==> src/rtl/tpd_pkg.sv <==
// Shared types and constants for the touch pad press detector.
// No dependencies; every other file in rtl/ refers to this package by scoped names.
package tpd_pkg;

  localparam int SAMPLE_W      = 16;
  localparam int CAL_SUM_W     = 20;
  localparam int CAL_IDX_W     = 4;
  localparam int SCAN_CNT_W    = 8;
  localparam int LOCKOUT_W     = 2;
  localparam int CFG_IDX_W     = 2;
  localparam int CFG_DATA_W    = 16;

  localparam logic [CAL_IDX_W-1:0]  CAL_SAMPLES   = 4'd10;
  localparam int                    CAL_SHIFT     = 3;
  localparam logic [LOCKOUT_W-1:0]  LOCKOUT_LOAD  = 2'd3;
  localparam logic [SCAN_CNT_W-1:0] SCAN_COUNT_RESET = 8'd1;
  localparam logic [SAMPLE_W-1:0]   MARGIN_RESET  = 16'd100;

  localparam logic [CFG_IDX_W-1:0] CFG_SCAN_COUNT      = 2'd0;
  localparam logic [CFG_IDX_W-1:0] CFG_CONTINUOUS_MODE = 2'd1;
  localparam logic [CFG_IDX_W-1:0] CFG_MARGIN          = 2'd2;

  localparam logic OP_CAL  = 1'b0;
  localparam logic OP_SCAN = 1'b1;

  localparam logic KIND_BASELINE = 1'b0;
  localparam logic KIND_VERDICT  = 1'b1;

  typedef struct packed {
    logic [SCAN_CNT_W-1:0] scan_count;
    logic                  continuous_mode;
    logic [SAMPLE_W-1:0]   margin;
  } tpd_cfg_t;

  typedef struct packed {
    logic                done;
    logic [SAMPLE_W-1:0] baseline;
  } tpd_cal_res_t;

  typedef struct packed {
    logic                done;
    logic [SAMPLE_W-1:0] peak;
    logic                pressed;
  } tpd_scan_res_t;

endpackage

==> src/rtl/tpd_in_if.sv <==
// Input channel of the touch pad press detector: valid/ready plus one sample item.
// Depends on tpd_pkg for the field widths.
interface tpd_in_if;
  logic                         valid;
  logic                         ready;
  logic                         op;
  logic [tpd_pkg::SAMPLE_W-1:0] sample;

  modport source (output valid, output op, output sample, input ready);
  modport sink   (input valid, input op, input sample, output ready);
endinterface

==> src/rtl/tpd_out_if.sv <==
// Result channel of the touch pad press detector: valid/ready plus one result item.
// Depends on tpd_pkg for the field widths.
interface tpd_out_if;
  logic                         valid;
  logic                         ready;
  logic                         kind;
  logic [tpd_pkg::SAMPLE_W-1:0] baseline;
  logic [tpd_pkg::SAMPLE_W-1:0] peak;
  logic                         pressed;

  modport source (output valid, output kind, output baseline, output peak, output pressed,
                  input ready);
  modport sink   (input valid, input kind, input baseline, input peak, input pressed,
                  output ready);
endinterface

==> src/rtl/tpd_cal.sv <==
// Calibration accumulator: running sum, minimum and maximum over groups of ten
// samples, and the trimmed mean baseline register. Depends on tpd_pkg.
module tpd_cal (
  input  logic                         clk,
  input  logic                         rst_n,
  input  logic                         take,
  input  logic [tpd_pkg::SAMPLE_W-1:0] sample,
  output logic [tpd_pkg::SAMPLE_W-1:0] baseline,
  output tpd_pkg::tpd_cal_res_t        res
);

  logic [tpd_pkg::CAL_IDX_W-1:0] cal_index_r, cal_index_nxt;
  logic [tpd_pkg::CAL_SUM_W-1:0] cal_sum_r, cal_sum_nxt;
  logic [tpd_pkg::SAMPLE_W-1:0]  cal_min_r, cal_min_nxt;
  logic [tpd_pkg::SAMPLE_W-1:0]  cal_max_r, cal_max_nxt;
  logic [tpd_pkg::SAMPLE_W-1:0]  baseline_r;
  logic [tpd_pkg::CAL_SUM_W-1:0] trimmed;
  logic                          group_done;

  always_comb begin
    cal_sum_nxt   = cal_sum_r + {{(tpd_pkg::CAL_SUM_W-tpd_pkg::SAMPLE_W){1'b0}}, sample};
    cal_min_nxt   = (sample < cal_min_r) ? sample : cal_min_r;
    cal_max_nxt   = (sample > cal_max_r) ? sample : cal_max_r;
    cal_index_nxt = cal_index_r + 1'b1;
    group_done    = (cal_index_nxt >= tpd_pkg::CAL_SAMPLES);
    // The sum always contains both extremes, so this is not negative once the group holds two or more samples.
    trimmed = cal_sum_nxt
            - {{(tpd_pkg::CAL_SUM_W-tpd_pkg::SAMPLE_W){1'b0}}, cal_min_nxt}
            - {{(tpd_pkg::CAL_SUM_W-tpd_pkg::SAMPLE_W){1'b0}}, cal_max_nxt};
    res.done     = take && group_done;
    res.baseline = trimmed[tpd_pkg::CAL_SHIFT +: tpd_pkg::SAMPLE_W];
  end

  always_ff @(posedge clk) begin
    if (!rst_n) begin
      cal_index_r <= '0;
      cal_sum_r   <= '0;
      cal_min_r   <= '1;
      cal_max_r   <= '0;
      baseline_r  <= '0;
    end else if (take) begin
      if (group_done) begin
        cal_index_r <= '0;
        cal_sum_r   <= '0;
        cal_min_r   <= '1;
        cal_max_r   <= '0;
        baseline_r  <= res.baseline;
      end else begin
        cal_index_r <= cal_index_nxt;
        cal_sum_r   <= cal_sum_nxt;
        cal_min_r   <= cal_min_nxt;
        cal_max_r   <= cal_max_nxt;
      end
    end
  end

  assign baseline = baseline_r;

endmodule

==> src/rtl/tpd_scan.sv <==
// Detection scan: peak tracking over scan_count samples, threshold compare and
// the lockout counter that suppresses repeated reports. Depends on tpd_pkg.
module tpd_scan (
  input  logic                         clk,
  input  logic                         rst_n,
  input  logic                         take,
  input  logic [tpd_pkg::SAMPLE_W-1:0] sample,
  input  logic [tpd_pkg::SAMPLE_W-1:0] baseline,
  input  tpd_pkg::tpd_cfg_t            cfg,
  output tpd_pkg::tpd_scan_res_t       res
);

  logic [tpd_pkg::SCAN_CNT_W-1:0] scan_index_r;
  logic [tpd_pkg::SAMPLE_W-1:0]   scan_peak_r, scan_peak_nxt;
  logic [tpd_pkg::LOCKOUT_W-1:0]  lockout_r, lockout_nxt;
  logic [tpd_pkg::LOCKOUT_W-1:0]  lock_base, lock_hit;
  logic [tpd_pkg::SCAN_CNT_W:0]   taken, count;
  logic [tpd_pkg::SAMPLE_W:0]     threshold;
  logic                           scan_end, hit;

  always_comb begin
    scan_peak_nxt = (sample > scan_peak_r) ? sample : scan_peak_r;
    taken = {1'b0, scan_index_r} + 1'b1;
    // A scan count of zero behaves as one.
    count = (cfg.scan_count == '0) ? {{tpd_pkg::SCAN_CNT_W{1'b0}}, 1'b1}
                                   : {1'b0, cfg.scan_count};
    scan_end  = (taken >= count);
    threshold = {1'b0, baseline} + {1'b0, cfg.margin};
    hit       = ({1'b0, scan_peak_nxt} > threshold);
    lock_base = cfg.continuous_mode ? '0 : lockout_r;
    lock_hit  = hit ? tpd_pkg::LOCKOUT_LOAD : lock_base;
    lockout_nxt = (lock_hit != '0) ? lock_hit - 1'b1 : lock_hit;
    res.done    = take && scan_end;
    res.peak    = scan_peak_nxt;
    res.pressed = hit && (lock_base == '0);
  end

  always_ff @(posedge clk) begin
    if (!rst_n) begin
      scan_index_r <= '0;
      scan_peak_r  <= '0;
      lockout_r    <= '0;
    end else if (take) begin
      if (scan_end) begin
        scan_index_r <= '0;
        scan_peak_r  <= '0;
        lockout_r    <= lockout_nxt;
      end else begin
        scan_index_r <= taken[tpd_pkg::SCAN_CNT_W-1:0];
        scan_peak_r  <= scan_peak_nxt;
      end
    end
  end

endmodule

==> src/rtl/touch_pad_press_detector_core.sv <==
// Top level of the touch pad press detector.
// Depends on tpd_pkg, tpd_in_if, tpd_out_if, tpd_cal and tpd_scan.
//
// Usage: each input item carries an op bit and a 16-bit charge-time sample.
// Calibration items (op 0) are gathered in groups of ten; the tenth one
// produces a baseline item (kind 0) holding the trimmed mean of the group.
// Detection items (op 1) are gathered in scans of scan_count samples; the
// last sample of a scan produces a verdict item (kind 1) with the scan peak
// and a pressed flag. All other input items produce no result.
// Configuration is written through cfg_we/cfg_idx/cfg_data while the block
// is idle; register 0 is scan_count, 1 is continuous_mode, 2 is margin.
// A result is registered: it appears on the output channel in the cycle after the
// input item that causes it is accepted. The block takes one item per cycle while
// the receiver does not stall, set by the single accept-to-result-register path.
// Reset (rst_n low, synchronous) clears all accumulators, the baseline,
// the lockout and the output valid, and restores the configuration defaults.
// When the receiver stalls, the result is held in the output register and
// in_ch.ready is low only while a result is pending and out_ch.ready is low;
// a new item is taken in the same cycle as the pending result is taken.
module touch_pad_press_detector_core (
  input  logic                           clk,
  input  logic                           rst_n,
  tpd_in_if.sink                         in_ch,
  tpd_out_if.source                      out_ch,
  input  logic                           cfg_we,
  input  logic [tpd_pkg::CFG_IDX_W-1:0]  cfg_idx,
  input  logic [tpd_pkg::CFG_DATA_W-1:0] cfg_data
);

  tpd_pkg::tpd_cfg_t      cfg_r;
  tpd_pkg::tpd_cal_res_t  cal_res;
  tpd_pkg::tpd_scan_res_t scan_res;

  logic                         accept;
  logic                         cal_take, scan_take;
  logic [tpd_pkg::SAMPLE_W-1:0] baseline;

  logic                         out_valid_r;
  logic                         out_kind_r;
  logic [tpd_pkg::SAMPLE_W-1:0] out_baseline_r;
  logic [tpd_pkg::SAMPLE_W-1:0] out_peak_r;
  logic                         out_pressed_r;

  // The block can take an item whenever the output register is free or is
  // being emptied in this very cycle.
  assign in_ch.ready = !out_valid_r || out_ch.ready;
  assign accept      = in_ch.valid && in_ch.ready;
  assign cal_take    = accept && (in_ch.op == tpd_pkg::OP_CAL);
  assign scan_take   = accept && (in_ch.op == tpd_pkg::OP_SCAN);

  // Configuration registers; an index outside the list is ignored.
  always_ff @(posedge clk) begin
    if (!rst_n) begin
      cfg_r.scan_count      <= tpd_pkg::SCAN_COUNT_RESET;
      cfg_r.continuous_mode <= 1'b0;
      cfg_r.margin          <= tpd_pkg::MARGIN_RESET;
    end else if (cfg_we) begin
      case (cfg_idx)
        tpd_pkg::CFG_SCAN_COUNT:
          cfg_r.scan_count <= cfg_data[tpd_pkg::SCAN_CNT_W-1:0];
        tpd_pkg::CFG_CONTINUOUS_MODE:
          cfg_r.continuous_mode <= cfg_data[0];
        tpd_pkg::CFG_MARGIN:
          cfg_r.margin <= cfg_data[tpd_pkg::SAMPLE_W-1:0];
        default: ;
      endcase
    end
  end

  tpd_cal u_cal (
    .clk      (clk),
    .rst_n    (rst_n),
    .take     (cal_take),
    .sample   (in_ch.sample),
    .baseline (baseline),
    .res      (cal_res)
  );

  tpd_scan u_scan (
    .clk      (clk),
    .rst_n    (rst_n),
    .take     (scan_take),
    .sample   (in_ch.sample),
    .baseline (baseline),
    .cfg      (cfg_r),
    .res      (scan_res)
  );

  // Output register. Only one of the two units can finish on a given item,
  // since each item goes to exactly one of them.
  always_ff @(posedge clk) begin
    if (!rst_n) begin
      out_valid_r <= 1'b0;
    end else if (cal_res.done || scan_res.done) begin
      out_valid_r <= 1'b1;
    end else if (out_ch.ready) begin
      out_valid_r <= 1'b0;
    end
  end

  always_ff @(posedge clk) begin
    if (cal_res.done) begin
      out_kind_r     <= tpd_pkg::KIND_BASELINE;
      out_baseline_r <= cal_res.baseline;
      out_peak_r     <= '0;
      out_pressed_r  <= 1'b0;
    end else if (scan_res.done) begin
      out_kind_r     <= tpd_pkg::KIND_VERDICT;
      out_baseline_r <= baseline;
      out_peak_r     <= scan_res.peak;
      out_pressed_r  <= scan_res.pressed;
    end
  end

  assign out_ch.valid    = out_valid_r;
  assign out_ch.kind     = out_kind_r;
  assign out_ch.baseline = out_baseline_r;
  assign out_ch.peak     = out_peak_r;
  assign out_ch.pressed  = out_pressed_r;

endmodule

==> src/flat_wrapper.sv <==
// flat-port wrapper written by rule: the top's interface ports become plain ports
module touch_pad_press_detector_core_flat 
  (clk, rst_n, cfg_we, cfg_idx, cfg_data, in_ch_valid, in_ch_op, in_ch_sample, in_ch_ready, out_ch_valid, out_ch_kind, out_ch_baseline, out_ch_peak, out_ch_pressed, out_ch_ready);
  tpd_in_if in_ch_i ();
  tpd_out_if out_ch_i ();
  input  logic clk;
  input  logic rst_n;
  input  logic cfg_we;
  input  logic [tpd_pkg::CFG_IDX_W-1:0] cfg_idx;
  input  logic [tpd_pkg::CFG_DATA_W-1:0] cfg_data;
  input wire logic [$bits(in_ch_i.valid)-1:0] in_ch_valid;
  input wire logic [$bits(in_ch_i.op)-1:0] in_ch_op;
  input wire logic [$bits(in_ch_i.sample)-1:0] in_ch_sample;
  output wire logic [$bits(in_ch_i.ready)-1:0] in_ch_ready;
  output wire logic [$bits(out_ch_i.valid)-1:0] out_ch_valid;
  output wire logic [$bits(out_ch_i.kind)-1:0] out_ch_kind;
  output wire logic [$bits(out_ch_i.baseline)-1:0] out_ch_baseline;
  output wire logic [$bits(out_ch_i.peak)-1:0] out_ch_peak;
  output wire logic [$bits(out_ch_i.pressed)-1:0] out_ch_pressed;
  input wire logic [$bits(out_ch_i.ready)-1:0] out_ch_ready;
  assign in_ch_i.valid = in_ch_valid;
  assign in_ch_i.op = in_ch_op;
  assign in_ch_i.sample = in_ch_sample;
  assign in_ch_ready = in_ch_i.ready;
  assign out_ch_valid = out_ch_i.valid;
  assign out_ch_kind = out_ch_i.kind;
  assign out_ch_baseline = out_ch_i.baseline;
  assign out_ch_peak = out_ch_i.peak;
  assign out_ch_pressed = out_ch_i.pressed;
  assign out_ch_i.ready = out_ch_ready;
  touch_pad_press_detector_core u_core (.clk(clk), .rst_n(rst_n), .in_ch(in_ch_i), .out_ch(out_ch_i), .cfg_we(cfg_we), .cfg_idx(cfg_idx), .cfg_data(cfg_data));
endmodule
==> config.mk <==
export PLATFORM = sky130hd
export DESIGN_NAME = touch_pad_press_detector_core_flat
export DESIGN_NICKNAME = d
export VERILOG_FILES = /design/src/rtl/tpd_pkg.sv /design/src/rtl/tpd_in_if.sv /design/src/rtl/tpd_out_if.sv /design/src/rtl/tpd_cal.sv /design/src/rtl/tpd_scan.sv /design/src/rtl/touch_pad_press_detector_core.sv /design/src/flat_wrapper.sv
export SDC_FILE = /design/constraint.sdc
export NUM_CORES = 1
export LEC_CHECK = 0
export ABC_AREA = 1
export BUFFER_PORTS_ARGS = -buffer_cell sky130_fd_sc_hd__buf_4
export CAP_MARGIN = 10
export CORE_MARGIN = 2
export CORE_UTILIZATION = 30
export DETAILED_ROUTE_END_ITERATION = 10
export GPL_TIMING_DRIVEN = 0
export HOLD_SLACK_MARGIN = 0.12
export SKIP_CTS_REPAIR_TIMING = 1
export SYNTH_ARGS = -nofsm -noshare
export SYNTH_HDL_FRONTEND = slang
export SYNTH_HIERARCHICAL = 1
export SYNTH_SLANG_ARGS = --single-unit
==> constraint.sdc <==
create_clock -name clk -period 4.4 [get_ports clk]
set_clock_uncertainty 0.2 [all_clocks]
set_input_delay 0.66 -clock clk [delete_from_list [all_inputs] [get_ports clk]]
set_output_delay 0.66 -clock clk [all_outputs]
set_load 0.03 [all_outputs]
==> reports/summary.txt <==
outcome = finished, final reports clean
crit path max fanout = 5
Netlist cell types = 47
hold_sp = cfg_data[2]
final instance area = 14000 um2
Post-Synth Simple-Gate Area = 31.0%
vias in the first global route = 10522
Hold Path Depth = 3
HP Class = in2reg
CP Capture Type = flop
xor-xnor portion of the synthesized cell area = 3.24%
Compound-Gate Fraction of Synth Area = 11.7%
Endpoint, Worst Hold = u_core/cfg_r[2]
global-route wire length before repair = 55200 um
GR Overflow Total = 0
post-route minimum period = 4.27 ns
Final period util = 97.1%
initial antenna violation count = 0
CTS buffer count = 17
WP data required = 4.38 ns
Post-Synth Adder-Cell Area = 16.1%
count of TritonRoute iterations in the first routing pass = 6
dpl cell area = 12800 um2
H-tree levels = 4
Post-Syn Area per Cell = 6.86 um2
startpoint types = input pin
Tot GR Track Use = 17.3%
# IOs = 76
PortBufs = 74
leak pwr = 6.73 nW
final setup vio count = 0
Max Slew Vio Count = 0
most frequent cells in the layout = 472 x nand2_1, 208 x inv_1, 151 x a21oi_1, 140 x dfxtp_1, 130 x nand3_1
Iteration-0 DRC Markers = 859
Yosys reg bits = 157
Worst-Margin Slew = 0.734 ns
cell row count = 72
Area Growth Syn to Fin = 20.8%
maximum root-to-sink buffer count = 2
Yosys top cell area share = 24.3%
final worst slack = 0.129 ns
Netlist Area Pre-Place = 11600 um2
CTS root buf = clkbuf_16
DR WL/cell = 15.1 um
# clock sinks = 157
CP max-delay cell = fa_1
R2R depth = 25
WS Path Type = in2reg
Arr. time, crit path = 4.25 ns
maximum clock frequency = 234 MHz
CP Launch Point = in_ch_sample[0]
WP buf/inv = 4
chip height = 201 um
total core area = 38400 um2
die area = 40300 um2
sequential fraction of the synthesis area = 28.5%
Post-synth EDFFs = 16
largest stage delay on the critical path = 0.49 ns
Pwr per Cell Area = 427 nW/um2
CTS tree = done
Clk Latency, worst-skew pair = 0.44 ns
library cell with the largest summed area after synthesis = dfxtp_1
commonest non-fill, non-tap cell in the layout = nand2_1
Area contributors post-synth = dfxtp_1 24%, nand2_1 16%, ha_1 13%
post-synthesis mux area share = 0%
Initial Util = 30.2%
Place WS = -0.746 ns
Via Count = 11276
syn_nets = 1873
FF-to-FF Start = u_core/u_cal/cal_sum_r[0]
post-route ant nets = 0
total routed wirelength = 35300 um
YS warnings = 6
max_slew headroom = 51.1%
Reg-to-Reg End = u_core/out_ch.baseline[15]
FFs w/ async S/R, synth = 0%
maximum vdd drop = 0.000327 V
cells after synthesis = 1693
Clock transition at path regs = 0.07 ns
maxcap violations = 0
largest net degree at the start of global routing = 17
post-DR vias/cell = 4.82
layout cells sized above 1 = 13.9%
Crit path top cell by count = nand2_1
Hold Fails Final Rpt = 0
Final #Nets = 1986
Die W = 201 um
placed wire-length estimate = 27700 um
Final Wtd Congestion = 0.953
Post-synth top flop = dfxtp_1
Worst path top cell family by delay = adder cells
main combinational cell family by area after synthesis = simple AND/OR/NAND/NOR gates
Antenna Cells = 0
Residual DRC = 0
R2R Setup Slk = 0.14 ns
[area by class of cell]
| class | instances | area [um2] |
|---|---|---|
| repair buffers | 95 | 731 |
| fillers | 4102 | 24400 |
| inverters | 217 | 820 |
| flip-flops and latches | 157 | 3300 |
| multi-input cells | 1270 | 7600 |
| clock buffers | 18 | 430 |
| well taps | 518 | 648 |
| clock inverters | 14 | 205 |
| plain buffers | 48 | 288 |
[worst max path at each step]
stage                     slack (ns)  cells after the start                         end
after global placement         -0.71                     26  u_core/out_ch.baseline[15]
after CTS                      -0.30                     26  u_core/out_ch.baseline[15]
final                           0.13                     26  u_core/out_ch.baseline[15]
after global routing           -0.03                     28  u_core/out_ch.baseline[12]
after detailed placement       -0.75                     26  u_core/out_ch.baseline[15]
after floorplan                 0.09                     25  u_core/out_ch.baseline[15]
[power by group]
group	switching (mW)	total, mW	internal (mW)
clock	0.668	1.63	0.966
combinational	1.65	2.68	1.03
sequential	0.0849	1.68	1.59
total	2.41	5.99	3.59
[through the flow]
stage / utilization, % / instances / TNS [ns] / hold WS (ns) / total power, mW
final: 36.5 / 2337 / 0 / 0.240 / 5.99
after floorplan: - / 1693 / 0 / 0.230 / 3.36
after global placement: 33.4 / 2285 / -8.67 / 0.246 / 4.04
after CTS: 35.0 / 2317 / -0.692 / 0.229 / 5.72
after detailed placement: 33.4 / 2285 / -9.81 / 0.247 / 4.07
after global routing: 36.5 / 2337 / -0.0686 / 0.239 / 6.40
[state kept, by name, indices dropped and copies added, names as in the netlist]
register / count
u_core/u_scan/scan_peak_r: 16
u_core/out_ch.valid: 1
u_core/out_ch.baseline: 16
u_core/u_cal/cal_index_r: 4
u_core/out_ch.pressed: 1
u_core/cfg_r: 25
u_core/u_scan/scan_index_r: 8
u_core/u_cal/cal_sum_r: 19
u_core/u_cal/cal_min_r: 16
u_core/u_cal/cal_max_r: 16
u_core/u_scan/lockout_r: 2
u_core/u_cal/baseline: 16
u_core/out_ch.kind: 1
u_core/out_ch.peak: 16
[cells in the mapped netlist (5+ instances only)]
cell type	instances
fa_1	16
nand3b_1	8
and2_1	28
a21oi_1	155
buf_2	17
nor2_1	128
buf_6	7
dfxtp_1	141
nand3_1	140
buf_4	6
o21bai_1	7
inv_1	209
o21a_1	5
ha_1	124
edfxtp_1	16
inv_2	5
a31oi_1	6
clkbuf_1	18
nand2_4	6
nand4_1	6
nor3_1	6
a21o_1	9
o21ai_1	14
xnor2_1	16
o21ai_0	46
xor2_1	27
nand2_1	490
nand2_2	6
[routing by layer]
layer / track usage [%] / up-vias / part of all wire [%]
li1: - / 5678 / -
met2: 29.5 / 308 / 46
met4: 4.95 / 0 / 2.9
met3: 2.81 / 52 / 5.3
met5: 0 / - / 0
met1: 22.6 / 5238 / 45
[cells by family after synthesis]
family | count (synthesis)
xor+xnor | 43
simple gates | 834
flops | 157
compound gates | 253
buf+inv | 266
fa+ha+maj | 140
[worst reg2reg max path, stage by stage, from the launching register on]
cell	delay, ns
dfxtp_2	0.35
ha_4	0.15
inv_1	0.06
fa_2	0.36
inv_1	0.07
nand3_1	0.08
nand2_2	0.09
nand2_1	0.09
a21oi_4	0.21
buf_4	0.15
xor2_2	0.25
fa_1	0.49
ha_2	0.39
nand2_1	0.10
nand2_1	0.07
nand2_1	0.04
and2_1	0.14
nand2_1	0.07
nand2_1	0.07
nand2_1	0.12
nor2_4	0.05
nand3_1	0.10
nand2_1	0.07
and2_1	0.15
nand2_1	0.06
nand2_1	0.05
(Power assumes the default switching activity.)
